### src/jls_pkg.sv
// Shared types, codes and fixed-point helpers for the Jacobi solver.
`timescale 1ns / 1ps
package jls_pkg;

   localparam int MAX_N   = 16;
   localparam int IDX_W   = $clog2(MAX_N);
   localparam int CADDR_W = 2 * IDX_W;
   localparam int Q_W     = 48;
   localparam int Q_DEPTH = 4;
   localparam int QPTR_W  = $clog2(Q_DEPTH);

   // element kinds on the request tuser
   localparam logic [1:0] KIND_COEFF = 2'd0;
   localparam logic [1:0] KIND_RHS   = 2'd1;
   localparam logic [1:0] KIND_GUESS = 2'd2;

   // store targets after decode
   localparam logic [1:0] OP_NONE  = 2'd0;
   localparam logic [1:0] OP_COEFF = 2'd1;
   localparam logic [1:0] OP_RHS   = 2'd2;
   localparam logic [1:0] OP_GUESS = 2'd3;

   // result status
   localparam logic [1:0] ST_CONVERGED = 2'd0;
   localparam logic [1:0] ST_LIMIT     = 2'd1;
   localparam logic [1:0] ST_ZERO_DIAG = 2'd2;

   // register indexes
   localparam logic [1:0] CSR_SIZE  = 2'd0;
   localparam logic [1:0] CSR_TOL   = 2'd1;
   localparam logic [1:0] CSR_LIMIT = 2'd2;

   localparam logic [4:0]  SIZE_RST  = 5'd16;
   localparam logic [31:0] TOL_RST   = 32'd4;
   localparam logic [19:0] LIMIT_RST = 20'd1000000;

   localparam logic [Q_W-1:0] Q_MAX = 48'h7FFF_FFFF_FFFF;
   localparam logic [Q_W-1:0] Q_MIN = 48'h8000_0000_0000;

   typedef struct packed {
      logic [1:0]         op;
      logic [CADDR_W-1:0] addr;
      logic [Q_W-1:0]     value;
      logic               last;
   } cmd_type;

   typedef struct packed {
      logic [4:0]  size;
      logic [31:0] tol;
      logic [19:0] limit;
   } cfg_type;

   function automatic logic [Q_W-1:0] mag_f(input logic [Q_W-1:0] v);
      mag_f = v[Q_W-1] ? (~v + 48'd1) : v;
   endfunction

   // apply sign to a magnitude and saturate to Q16.32
   function automatic logic [Q_W-1:0] sat_result_f(input logic [50:0] m, input logic neg);
      logic [Q_W-1:0] r;
      if (neg) begin
         r = (m >= 51'h0_8000_0000_0000) ? Q_MIN : (~m[Q_W-1:0] + 48'd1);
      end else begin
         r = (m > 51'h0_7FFF_FFFF_FFFF) ? Q_MAX : m[Q_W-1:0];
      end
      sat_result_f = r;
   endfunction

endpackage

### src/jls_front.sv
// Request decode and command queue feeding the solver core.
`timescale 1ns / 1ps
module jls_front (
   input  logic             clock,
   input  logic             reset,
   input  logic             req_tvalid,
   output logic             req_tready,
   input  logic [55:0]      req_tdata,   // row_index[3:0], col_index[7:4], element_value[55:8]
   input  logic [1:0]       req_tuser,   // req_type[1:0]
   input  logic             req_tlast,
   input  logic             pop,
   output logic             cmd_valid,
   output jls_pkg::cmd_type cmd
);
   import jls_pkg::*;

   cmd_type           q_ff [Q_DEPTH];
   cmd_type           q_in;
   logic [QPTR_W-1:0] wp_ff, wp_in, rp_ff, rp_in;
   logic [QPTR_W:0]   cnt_ff, cnt_in;
   logic [IDX_W-1:0]  row, col;
   logic              push;

   assign row        = req_tdata[IDX_W-1:0];
   assign col        = req_tdata[2*IDX_W-1:IDX_W];
   assign req_tready = (cnt_ff != Q_DEPTH[QPTR_W:0]);
   assign push       = req_tvalid && req_tready;
   assign cmd_valid  = (cnt_ff != '0);
   assign cmd        = q_ff[rp_ff];

   always_comb begin
      q_in.value = req_tdata[55:8];
      q_in.last  = req_tlast;
      q_in.addr  = {{IDX_W{1'b0}}, row};
      unique case (req_tuser)
         KIND_COEFF: begin
            q_in.op   = OP_COEFF;
            q_in.addr = {row, col};
         end
         KIND_RHS:   q_in.op = OP_RHS;
         KIND_GUESS: q_in.op = OP_GUESS;
         default:    q_in.op = OP_NONE;
      endcase
   end

   always_comb begin
      wp_in  = push ? wp_ff + 1'b1 : wp_ff;
      rp_in  = pop ? rp_ff + 1'b1 : rp_ff;
      cnt_in = cnt_ff + {{QPTR_W{1'b0}}, push} - {{QPTR_W{1'b0}}, pop};
   end

   always_ff @(posedge clock) begin
      if (reset) begin
         wp_ff  <= '0;
         rp_ff  <= '0;
         cnt_ff <= '0;
      end else begin
         wp_ff  <= wp_in;
         rp_ff  <= rp_in;
         cnt_ff <= cnt_in;
      end
   end

   always_ff @(posedge clock) begin
      if (push) begin
         q_ff[wp_ff] <= q_in;
      end
   end

endmodule

### config.mk
export PLATFORM = sky130hd
export DESIGN_NAME = jls_front
export DESIGN_NICKNAME = d
export VERILOG_FILES = /design/src/jls_pkg.sv /design/src/jls_front.sv
export SDC_FILE = /design/constraint.sdc
export NUM_CORES = 1
export LEC_CHECK = 0
export ABC_AREA = 1
export BUFFER_PORTS_ARGS = -buffer_cell sky130_fd_sc_hd__buf_2
export CAP_MARGIN = 25
export CORE_MARGIN = 5
export CORE_UTILIZATION = 50
export CTS_BUF_LIST = sky130_fd_sc_hd__clkbuf_8
export CTS_CLUSTER_SIZE = 12
export DETAILED_ROUTE_END_ITERATION = 6
export PLACE_DENSITY = 0.71
export SLEW_MARGIN = 40
export SYNTH_ARGS = -nofsm -noshare
export SYNTH_HDL_FRONTEND = slang
export SYNTH_SLANG_ARGS = --single-unit
### constraint.sdc
create_clock -name clock -period 6.1 [get_ports clock]
set_input_delay 0 -clock clock [delete_from_list [all_inputs] [get_ports clock]]
set_output_delay 0 -clock clock [all_outputs]
set_load 0.1 [all_outputs]
==> results.cfg <==
[clock_network]
htreeDepth = 2
cts.clk_slew.worst_paths_ps = 60
clk_latency_ps = 510
cts_root_buffer = clkbuf_8
cts_setup_buffers = 0
cts_resized = 0
cts.hold.buffers_added = 63
clock-sinks = 245
cts_buffers = 39
clk_path_buf_depth = 3
cts_tree = built

[sta]
rsz0062_at_grt = no
finalSetupViolations = 0
max_freq_mhz = 385.3
period_share_pct = 42.55
worstMarginPinSlew_ps = 690.5
finalMaxSlewViolations = 0
slew_headroom_pct = 53.86
finalClockSkew_ps = 17.72
hold_violations = 0
finalCriticalPeriod_ps = 2595
fin_tns_setup_ps = 0

[layout]
nFillCells = 1377
syn_to_final_growth_pct = 22.69
multi_input_area_sq_um = 1762
finalNetCount = 925
fin_util_pct = 62.90
seq_area_sq_um = 7274
fin_area_sq_um = 11410
drive_gt1_share_pct = 20.64

[job]
maxCapViolations = 0

[critical_path]
start_kind = flip-flop
path_max_fanout = 60
r2r_slack_ps = 3510
crit_required_ps = 6100
critPathArrivalTime_ps = 2600
crit_chain = inv_4 > o21ai_0 > o22ai_1 > buf_2
crit_slowest_cell = inv_4
crit_type = reg -> out
cp_slowest_stage_delay_ps = 560
endpoint_kind = primary output

[route]
drc = 0
drt-total-wl_mm = 20.06
vias = 5925
wl_per_cell_um = 18.12
ant_nets = 0
drt_iter0_drc = 431
vias_per_cell = 5.352
drt_first_pass_iters = 5

[min_path]
hp-class = in -> reg

[power_and_ir_drop]
powerDensity_nw_per_um2 = 397.8
ir_drop_v = 0.0003137
leakage_uw = 0.004181

[logic_synthesis]
synth_cells = 657
yosysSeqAreaShare_pct = 78.11
syn_area_per_cell_sq_um = 14.16
ys_warn_count = 0
syn_nets = 730
synth_seq_cells = 245
syn_area_sq_um = 9304
synth.distinct_cells = 20

[floorplanning]
die_w_um = 146.4
die-area_sq_um = 21440
core_area_sq_um = 18150
fp.dieH_um = 146.4
start_util_pct = 51.27
io_pins = 124
rows = 49

[outcome]
outcome = finished, final reports clean

[global_route]
grt_pass1_vias = 6115
grt_first_pass_wirelength_mm = 31.88
grt_max_degree = 119
overflow = 0
antenna_found_initial = 1
globalRouteTotalUtil_pct = 18.56

[place]
dpl_cell_area_sq_um = 10090
hpwl_mm = 11.18
gp_congestion = 0.7359
io_buffers = 123
-- where the power goes --
group / total, uW / switching (uW) / internal, uW
clock: 1230 / 572 / 656
combinational: 1190 / 989 / 201
sequential: 2120 / 56.7 / 2070
total: 4540 / 1620 / 2920
-- synthesized netlist by cell type, drive strengths merged --
cell type | n | area, sq um
nand2 | 23 | 86.33
nand3 | 3 | 15.01
buf | 21 | 148.9
o21ai | 120 | 600.6
inv | 21 | 83.83
ha | 9 | 112.6
fa | 1 | 20.02
edfxtp | 236 | 7087
a21oi | 4 | 20.02
dfxtp | 9 | 180.2
clkbuf | 17 | 72.57
o22ai | 59 | 369.1
nor2 | 132 | 495.5
or2 | 2 | 12.51
-- layout by cell type (no fill, tap or decap), drive strengths merged --
master	count
a21oi	4
buf	129
diode	1
bufinv	1
nand2	23
nor2	132
nand3	3
ha	9
inv	38
clkinv	7
o22ai	59
edfxtp	236
dfxtp	9
dlygate4sd3	63
fa	1
or2	2
clkbuf	41
o21ai	120
-- through the flow --
stage                     worst slack, ps  total power [uW]  cells  hold WS [ps]
after floorplan                      1665              3080    657         66.69
after global placement               3476              3295    975         208.7
after detailed placement             3489              3324    977         219.9
after CTS                            3382              4587   1106         202.1
after global routing                 3291              4738   1107         219.6
final                                3505              4541   1107         232.7
-- kinds of logic after synthesis --
group           synth area share (%)
flops                          78.11
compound gates                 10.64
simple gates                   6.549
buf+inv                        3.281
fa+ha+maj                      1.426
-- worst max-delay path, delay by kind of cell, from the launching register on --
| kind | cells | cell delay [ps] |
|---|---|---|
| buffers and inverters | 2 | 1050 |
| AO/OA/AOI/OAI | 2 | 460 |
| flip-flops | 1 | 550 |
-- metal layers --
layer / routed length, um / track usage, %
met1: 8325 / 24.23
met2: 10090 / 31.28
met3: 1387 / 4.741
met4: 262 / 4.939
met5: 0 / 0
-- path summary, 6_finish.rpt --
kind	from	endpoint	cells past startpoint
setup / recovery	flip-flop	cmd[23]	4
hold / removal	req_tdata[19]	q_ff[0][12]$_DFFE_PP_	2
setup reg to reg	cnt_ff[1]$_SDFF_PP0_	q_ff[0][2]$_DFFE_PP_	5
hold reg to reg	rp_ff[1]$_SDFFE_PP0P_	flip-flop	1
-- sequential cells by signal, summed over array words and instances (netlist names), named ones only --
register  flops
rp_ff         2
cnt_ff        3
q_ff        236
wp_ff         2
-- final cells by class --
| type | instances | area share (%) |
|---|---|---|
| multi-input combinational | 353 | 15.43 |
| inverter | 21 | 0.7783 |
| clock inverter | 25 | 1.052 |
| antenna | 1 | 0.02192 |
| sequential | 245 | 63.73 |
| timing repair buffer | 192 | 11.53 |
| tap | 229 | 2.510 |
| clock buffer | 41 | 4.944 |
No activity file was read; power rests on OpenSTA's default activity.
